[src/rtl/nta_pkg.sv]
// shared types, codes and helper functions for the number to ascii formatter
package nta_pkg;

    // format kind codes carried on tuser
    localparam logic [1:0] KIND_DEC_BYTE = 2'd0;
    localparam logic [1:0] KIND_DEC_WORD = 2'd1;
    localparam logic [1:0] KIND_HEX_BYTE = 2'd2;
    localparam logic [1:0] KIND_BIN_BYTE = 2'd3;

    // character constants
    localparam logic [6:0] ASCII_ZERO    = 7'h30;
    localparam logic [6:0] ASCII_UPPER_A = 7'h41;
    localparam logic [3:0] HEX_TEN       = 4'd10;

    // run geometry
    localparam int NUM_CHARS          = 8;
    localparam int NUM_DD             = 4;
    localparam int DD_STEPS_PER_STAGE = 4;
    localparam int BCD_DIGITS         = 5;

    // last character index per kind
    localparam logic [2:0] LAST_DEC_BYTE = 3'd2;
    localparam logic [2:0] LAST_DEC_WORD = 3'd4;
    localparam logic [2:0] LAST_HEX_BYTE = 3'd1;
    localparam logic [2:0] LAST_BIN_BYTE = 3'd7;

    // item as it moves through the double-dabble stages
    typedef struct packed {
        logic [1:0]  kind;
        logic [7:0]  lo_byte;
        logic [19:0] bcd;
        logic [15:0] bin;
    } dd_t;

    // item ready for the serializer
    typedef struct packed {
        logic [NUM_CHARS-1:0][6:0] chars;
        logic [2:0]                last_idx;
    } fmt_t;

    // one shift-and-add-3 step of binary to bcd conversion
    function automatic dd_t dd_step(dd_t d);
        dd_t         r;
        logic [19:0] b;
        r = d;
        b = d.bcd;
        for (int k = 0; k < BCD_DIGITS; k++) begin
            if (b[4*k +: 4] >= 4'd5) begin
                b[4*k +: 4] = b[4*k +: 4] + 4'd3;
            end
        end
        r.bcd = {b[18:0], d.bin[15]};
        r.bin = {d.bin[14:0], 1'b0};
        return r;
    endfunction

    // uppercase hex digit of a nibble
    function automatic logic [6:0] hex_char(logic [3:0] nib);
        logic [6:0] c;
        if (nib < HEX_TEN) begin
            c = ASCII_ZERO + {3'b000, nib};
        end
        else begin
            c = ASCII_UPPER_A + {3'b000, nib} - {3'b000, HEX_TEN};
        end
        return c;
    endfunction

    // decimal digit character
    function automatic logic [6:0] dec_char(logic [3:0] dig);
        return ASCII_ZERO + {3'b000, dig};
    endfunction

endpackage

[src/rtl/nta_dd_stage.sv]
// one pipeline stage of the binary to bcd converter, four dabble steps
module nta_dd_stage (
    input  logic          clk,
    input  logic          rst_n,
    input  logic          in_valid,
    output logic          in_ready,
    input  nta_pkg::dd_t  in_data,
    output logic          out_valid,
    input  logic          out_ready,
    output nta_pkg::dd_t  out_data
);
    import nta_pkg::*;

    logic vld_reg;
    logic vld_next;
    dd_t  data_reg;
    dd_t  data_next;

    // stage takes a new transfer when empty or when its content moves on
    assign in_ready = !vld_reg || out_ready;

    // dabble steps for this stage
    always_comb
    begin
        data_next = in_data;
        for (int s = 0; s < DD_STEPS_PER_STAGE; s++) begin
            data_next = dd_step(data_next);
        end
    end

    assign vld_next = in_ready ? in_valid : vld_reg;

    // valid bit
    always_ff @(posedge clk or negedge rst_n)
    begin
        if (!rst_n) begin
            vld_reg <= 1'b0;
        end
        else begin
            vld_reg <= vld_next;
        end
    end

    // payload
    always_ff @(posedge clk)
    begin
        if (in_valid && in_ready) begin
            data_reg <= data_next;
        end
    end

    assign out_valid = vld_reg;
    assign out_data  = data_reg;

endmodule

[src/rtl/nta_fmt.sv]
// character build stage: turns bcd digits or the raw byte into ascii codes
module nta_fmt (
    input  logic          clk,
    input  logic          rst_n,
    input  logic          in_valid,
    output logic          in_ready,
    input  nta_pkg::dd_t  in_data,
    output logic          out_valid,
    input  logic          out_ready,
    output nta_pkg::fmt_t out_data
);
    import nta_pkg::*;

    logic vld_reg;
    logic vld_next;
    fmt_t data_reg;
    fmt_t data_next;

    assign in_ready = !vld_reg || out_ready;

    // pick characters by kind, unused slots are zero
    always_comb
    begin
        data_next = '0;
        case (in_data.kind)
            KIND_DEC_BYTE:
            begin
                data_next.chars[0] = dec_char(in_data.bcd[11:8]);
                data_next.chars[1] = dec_char(in_data.bcd[7:4]);
                data_next.chars[2] = dec_char(in_data.bcd[3:0]);
                data_next.last_idx = LAST_DEC_BYTE;
            end
            KIND_DEC_WORD:
            begin
                data_next.chars[0] = dec_char(in_data.bcd[19:16]);
                data_next.chars[1] = dec_char(in_data.bcd[15:12]);
                data_next.chars[2] = dec_char(in_data.bcd[11:8]);
                data_next.chars[3] = dec_char(in_data.bcd[7:4]);
                data_next.chars[4] = dec_char(in_data.bcd[3:0]);
                data_next.last_idx = LAST_DEC_WORD;
            end
            KIND_HEX_BYTE:
            begin
                data_next.chars[0] = hex_char(in_data.lo_byte[7:4]);
                data_next.chars[1] = hex_char(in_data.lo_byte[3:0]);
                data_next.last_idx = LAST_HEX_BYTE;
            end
            KIND_BIN_BYTE:
            begin
                for (int n = 0; n < NUM_CHARS; n++) begin
                    data_next.chars[n] = ASCII_ZERO + {6'b000000, in_data.lo_byte[7-n]};
                end
                data_next.last_idx = LAST_BIN_BYTE;
            end
            default:
            begin
                data_next = '0;
            end
        endcase
    end

    assign vld_next = in_ready ? in_valid : vld_reg;

    // valid bit
    always_ff @(posedge clk or negedge rst_n)
    begin
        if (!rst_n) begin
            vld_reg <= 1'b0;
        end
        else begin
            vld_reg <= vld_next;
        end
    end

    // payload
    always_ff @(posedge clk)
    begin
        if (in_valid && in_ready) begin
            data_reg <= data_next;
        end
    end

    assign out_valid = vld_reg;
    assign out_data  = data_reg;

endmodule

[src/rtl/nta_ser.sv]
// output serializer: sends one character per transfer and flags the last one
module nta_ser (
    input  logic          clk,
    input  logic          rst_n,
    input  logic          in_valid,
    output logic          in_ready,
    input  nta_pkg::fmt_t in_data,
    output logic          out_valid,
    input  logic          out_ready,
    output logic [6:0]    out_char,
    output logic          out_last
);
    import nta_pkg::*;

    logic       vld_reg;
    logic       vld_next;
    logic [2:0] idx_reg;
    logic [2:0] idx_next;
    fmt_t       item_reg;
    logic       take;
    logic       load;

    assign out_last  = vld_reg && (idx_reg == item_reg.last_idx);
    assign out_valid = vld_reg;
    assign out_char  = item_reg.chars[idx_reg];

    // next item loads while the last character of the current one leaves
    assign take     = vld_reg && out_ready;
    assign in_ready = !vld_reg || (out_ready && out_last);
    assign load     = in_valid && in_ready;

    // index and valid update
    always_comb
    begin
        vld_next = vld_reg;
        idx_next = idx_reg;
        if (load) begin
            vld_next = 1'b1;
            idx_next = '0;
        end
        else if (take) begin
            if (out_last) begin
                vld_next = 1'b0;
                idx_next = '0;
            end
            else begin
                idx_next = idx_reg + 3'd1;
            end
        end
    end

    // control registers
    always_ff @(posedge clk or negedge rst_n)
    begin
        if (!rst_n) begin
            vld_reg <= 1'b0;
            idx_reg <= '0;
        end
        else begin
            vld_reg <= vld_next;
            idx_reg <= idx_next;
        end
    end

    // held item
    always_ff @(posedge clk)
    begin
        if (load) begin
            item_reg <= in_data;
        end
    end

endmodule

[src/rtl/number_to_ascii_formatter.sv]
// top level of the number to ascii formatter: bcd pipeline, formatter, serializer
// Formats a number as ASCII digits, one character per output transfer with
// tlast on the final one: kind 0 gives three decimal digits of the low byte,
// kind 1 five decimal digits of the 16-bit word, kind 2 two uppercase hex
// digits of the low byte, kind 3 eight binary digits of the low byte, msb
// first. Leading zeros are always sent. An input transfer enters a four-stage
// double-dabble pipeline, then a character build stage, then the serializer,
// each stage registered. The pipeline takes one input per cycle until it fills;
// sustained throughput is set by the serializer, which sends one character per
// cycle while the output is ready.
module number_to_ascii_formatter (
    input  logic        clk,
    input  logic        rst_n,
    input  logic        s_axis_tvalid,
    output logic        s_axis_tready,
    input  logic [15:0] s_axis_tdata,   // [15:0] value
    input  logic [1:0]  s_axis_tuser,   // [1:0] kind
    output logic        m_axis_tvalid,
    input  logic        m_axis_tready,
    output logic [7:0]  m_axis_tdata,   // [6:0] character, [7] zero
    output logic        m_axis_tlast
);
    import nta_pkg::*;

    dd_t               dd_in;
    dd_t               dd_data [NUM_DD+1];
    logic [NUM_DD:0]   dd_valid;
    logic [NUM_DD:0]   dd_ready;
    fmt_t              fmt_data;
    logic              fmt_valid;
    logic              fmt_ready;
    logic [6:0]        out_char;

    // conversion input: byte kinds use the low byte only
    always_comb
    begin
        dd_in.kind    = s_axis_tuser;
        dd_in.lo_byte = s_axis_tdata[7:0];
        dd_in.bcd     = '0;
        if (s_axis_tuser == KIND_DEC_WORD) begin
            dd_in.bin = s_axis_tdata;
        end
        else begin
            dd_in.bin = {8'h00, s_axis_tdata[7:0]};
        end
    end

    assign dd_data[0]    = dd_in;
    assign dd_valid[0]   = s_axis_tvalid;
    assign s_axis_tready = dd_ready[0];

    // binary to bcd pipeline
    for (genvar g = 0; g < NUM_DD; g++) begin : g_dd
        nta_dd_stage u_dd (
            .clk       (clk),
            .rst_n     (rst_n),
            .in_valid  (dd_valid[g]),
            .in_ready  (dd_ready[g]),
            .in_data   (dd_data[g]),
            .out_valid (dd_valid[g+1]),
            .out_ready (dd_ready[g+1]),
            .out_data  (dd_data[g+1])
        );
    end

    // character build
    nta_fmt u_fmt (
        .clk       (clk),
        .rst_n     (rst_n),
        .in_valid  (dd_valid[NUM_DD]),
        .in_ready  (dd_ready[NUM_DD]),
        .in_data   (dd_data[NUM_DD]),
        .out_valid (fmt_valid),
        .out_ready (fmt_ready),
        .out_data  (fmt_data)
    );

    // serializer and output
    nta_ser u_ser (
        .clk       (clk),
        .rst_n     (rst_n),
        .in_valid  (fmt_valid),
        .in_ready  (fmt_ready),
        .in_data   (fmt_data),
        .out_valid (m_axis_tvalid),
        .out_ready (m_axis_tready),
        .out_char  (out_char),
        .out_last  (m_axis_tlast)
    );

    assign m_axis_tdata = {1'b0, out_char};

endmodule

[config.mk]
export PLATFORM = sky130hd
export DESIGN_NAME = number_to_ascii_formatter
export DESIGN_NICKNAME = d
export VERILOG_FILES = /design/src/rtl/nta_pkg.sv /design/src/rtl/nta_dd_stage.sv /design/src/rtl/nta_fmt.sv /design/src/rtl/nta_ser.sv /design/src/rtl/number_to_ascii_formatter.sv
export SDC_FILE = /design/constraint.sdc
export NUM_CORES = 1
export LEC_CHECK = 0
export BUFFER_PORTS_ARGS = -buffer_cell sky130_fd_sc_hd__buf_4
export CAP_MARGIN = 10
export CORE_MARGIN = 2
export CORE_UTILIZATION = 55
export CTS_BUF_LIST = sky130_fd_sc_hd__clkbuf_16
export CTS_CLUSTER_SIZE = 12
export DETAILED_ROUTE_END_ITERATION = 7
export GPL_TIMING_DRIVEN = 0
export PLACE_DENSITY_LB_ADDON = 0.08
export SYNTH_ARGS = -nofsm -noshare
export SYNTH_HDL_FRONTEND = slang
export SYNTH_SLANG_ARGS = --single-unit
[constraint.sdc]
create_clock -name clk -period 5.1 [get_ports clk]
set_clock_uncertainty 0.05 [all_clocks]
set_input_delay 1.02 -clock clk [delete_from_list [all_inputs] [get_ports clk]]
set_output_delay 1.02 -clock clk [all_outputs]
set_load 0.1 [all_outputs]
==> results.tsv <==
metric	value	unit
drt wl/cell	13.9	µm
yosys warns	0	
Reg power frac	29.6	%
hold buffer count at cts	0	
CTS root buffer	clkbuf_16	
Max Slew Vio Count	0	
Slew HR	29.3	%
clock-pin transition on the worst setup and hold timing paths	0.07	ns
global route total overflow	0	
Total GRT Usage	18.5	%
clock power share	19.0	%
ANT nets after route	0	
DP Cell Count	1192	
Fillers	1449	
Yosys top cell by area	edfxtp_1	
Mean Syn Cell Area	10.8	µm²
RSZ-0062 raised after global routing	no	
Cell variety after synth	83	
number of synthesized register bits	171	
core area	17900	µm²
placement row count	49	
Clock Sinks	171	
synth cell count leaders	edfxtp_1 (162), nor2_1 (74), nand2_1 (71)	
PwrDens	632	nW/µm²
crit path max fanout	9	
die height	139	µm
initial antenna violation count	0	
diodes inserted	0	
die footprint	19300	µm²
initial drt markers	344	
Int Power	4.13	mW
Main synth FF type	edfxtp_1	
PostCTS Resize Cnt	0	
leakage	4.16	nW
I/O Buffers	31	
share of the synthesized area in the top cell type	48.6	%
NumNets Final	1042	
P_sw	2.96	mW
number of flip-flops in the largest register	92	
number of global-route vias before repair	6370	
type of the worst setup path	reg2out	
reg-to-reg endpoint	g_dd[2].u_dd.out_data[23]$_DFFE_PP_	
TritonCTS Buffers	17	
H-tree depth	4	
maximum capacitance violations	0	
Final setup viols	0	
Cell Area, Synth	10000	µm²
endpoints failing hold	0	
period utilization	76.1	%
final RePlAce weighted congestion	0.902	
proportion of layout cells with a drive suffix above 1	13.1	%
maximum root-to-sink buffer count	2	
Top Ports	33	
ys async rst share	5.26	%
worst r2r path cells	14	
dpl hpwl	12600	µm
CP Launch Type	flip-flop	
Non-Filler Instances	1224	
Vias/cell	5.63	
Die W	139	µm
Comb pwr share	51.4	%
number of flops mapped to enable cells by yosys	162	
register area share after synthesis	50.8	%
total wire length	17000	µm
status	finished, final reports clean	
Pwr Total	7.09	mW
Post-CTS Setup Inserts	0	
first drt pass iteration count	5	
Residual DRC	0	
Peak Freq	258	MHz
reg2reg setup slack	1.42	ns
endpoint type of the worst setup path	output port	
final worst path period need	3.88	ns
largest net degree at the start of global routing	36	
P&R area growth vs syn	11.9	%
CP arrival	2.81	ns
Worst Hold Class	in2async	
synth top area cells	edfxtp_1 (49%), ha_1 (4.7%), a21oi_1 (3.4%)	
routed vias	6892	
CTS tree	built	
VDD IR max	0.500	mV
first-pass GRT wire length	29600	µm
cell with the most instances after synthesis	edfxtp_1	
CP Data Required Time	4.03	ns
post-synthesis cell count	931	
initial core utilization	55.9	%
FF-to-FF Start	g_dd[1].u_dd.out_data[16]$_DFFE_PP_	
worst slew pin tran	1.06	ns
TNS Setup	0	ns
Clk Latency, worst-skew pair	0.43	ns
Sw Ratio	41.8	%
syn nets	991	
-- logic make-up after synthesis --
logic type | share of synthesized area, %
AO/OA/AOI/OAI | 17.9
AND/OR/NAND/NOR | 12.7
other | 0.0374
XOR/XNOR | 3.94
multiplexers | 6.20
adder cells (fa/ha/maj) | 4.75
buffers and inverters | 3.65
flip-flops | 50.8
-- power by group through the flow --
stage	Combinational, mW	Clock [mW]	Sequential [mW]
after CTS	3.65	1.38	2.10
after floorplan	3.03	0	2.09
final	3.64	1.35	2.10
after global routing	4.09	1.43	2.12
after detailed placement	3.64	0	2.13
after global placement	3.56	0	2.13
-- critical path, stage by stage (launching register included) --
cell	delay, ns
dfrtp_1	0.35
clkbuf_1	0.39
xor2_1	0.19
nor3_1	0.10
nand2_1	0.14
nand2_1	0.09
nor2_1	0.42
nand3_1	0.21
inv_1	0.11
nand3_1	0.11
buf_4	0.25
-- worst max-delay path by stage --
stage / endpoint / cells past startpoint / slack, ns / startpoint
2_1_floorplan: g_dd[3].u_dd.out_data[16]$_DFFE_PP_ / 7 / 1.14 / u_ser.idx_reg[1]$_DFFE_PN0P_
3_3_place_gp: g_dd[3].u_dd.out_data[18]$_DFFE_PP_ / 7 / 0.1 / u_ser.idx_reg[1]$_DFFE_PN0P_
3_5_place_dp: g_dd[2].u_dd.out_data[21]$_DFFE_PP_ / 15 / 1.40 / g_dd[1].u_dd.out_data[16]$_DFFE_PP_
4_1_cts: s_axis_tready / 10 / 1.12 / u_ser.idx_reg[1]$_DFFE_PN0P_
5_1_grt: s_axis_tready / 10 / 0.91 / u_ser.idx_reg[1]$_DFFE_PN0P_
6_report: s_axis_tready / 10 / 1.22 / u_ser.idx_reg[1]$_DFFE_PN0P_
-- stage by stage --
step / utilization [%] / setup WS (ns) / area, µm² / hold slack, ns
5_1_grt: 62.6 / 0.906 / 11200 / 0.345
6_report: 62.6 / 1.22 / 11200 / 0.351
2_1_floorplan: - / 1.14 / 10000 / 0.350
3_5_place_dp: 59.1 / 1.40 / 10600 / 0.355
4_1_cts: 62.6 / 1.12 / 11200 / 0.338
3_3_place_gp: 58.8 / 0.0968 / 10500 / 0.351
-- cells in the final DEF (no fill, tap or decap), drive strengths merged, types with 18 or more instances in the layout --
| cell type | netlist | layout |
|---|---|---|
| o21ai | 84 | 84 |
| xnor2 | 30 | 30 |
| clkbuf | 34 | 51 |
| nor2 | 75 | 75 |
| ha | 38 | 38 |
| inv | 58 | 66 |
| mux2i | 34 | 34 |
| and2 | 18 | 18 |
| buf | 3 | 35 |
| a21oi | 79 | 79 |
| nand2 | 71 | 71 |
| edfxtp | 162 | 162 |
-- final cells by class --
class / instances / area, µm² / share of cell area [%]
clock buffer: 17 / 425 / 3.80
sequential: 171 / 5090 / 45.4
timing repair buffer: 32 / 253 / 2.26
multi-input combinational: 664 / 4590 / 41.0
clock inverter: 15 / 194 / 1.73
tap: 229 / 287 / 2.56
buffer: 37 / 143 / 1.27
inverter: 59 / 223 / 1.99
-- per-layer routing --
| metal | global-route usage [%] | wire (µm) | up-vias |
|---|---|---|---|
| met5 | 0 | 0 | - |
| met4 | 7.07 | 417 | 0 |
| met3 | 3.38 | 505 | 32 |
| met2 | 31.5 | 8300 | 111 |
| met1 | 23.7 | 7750 | 3189 |
| li1 | - | - | 3560 |
(Power assumes the default switching activity.)
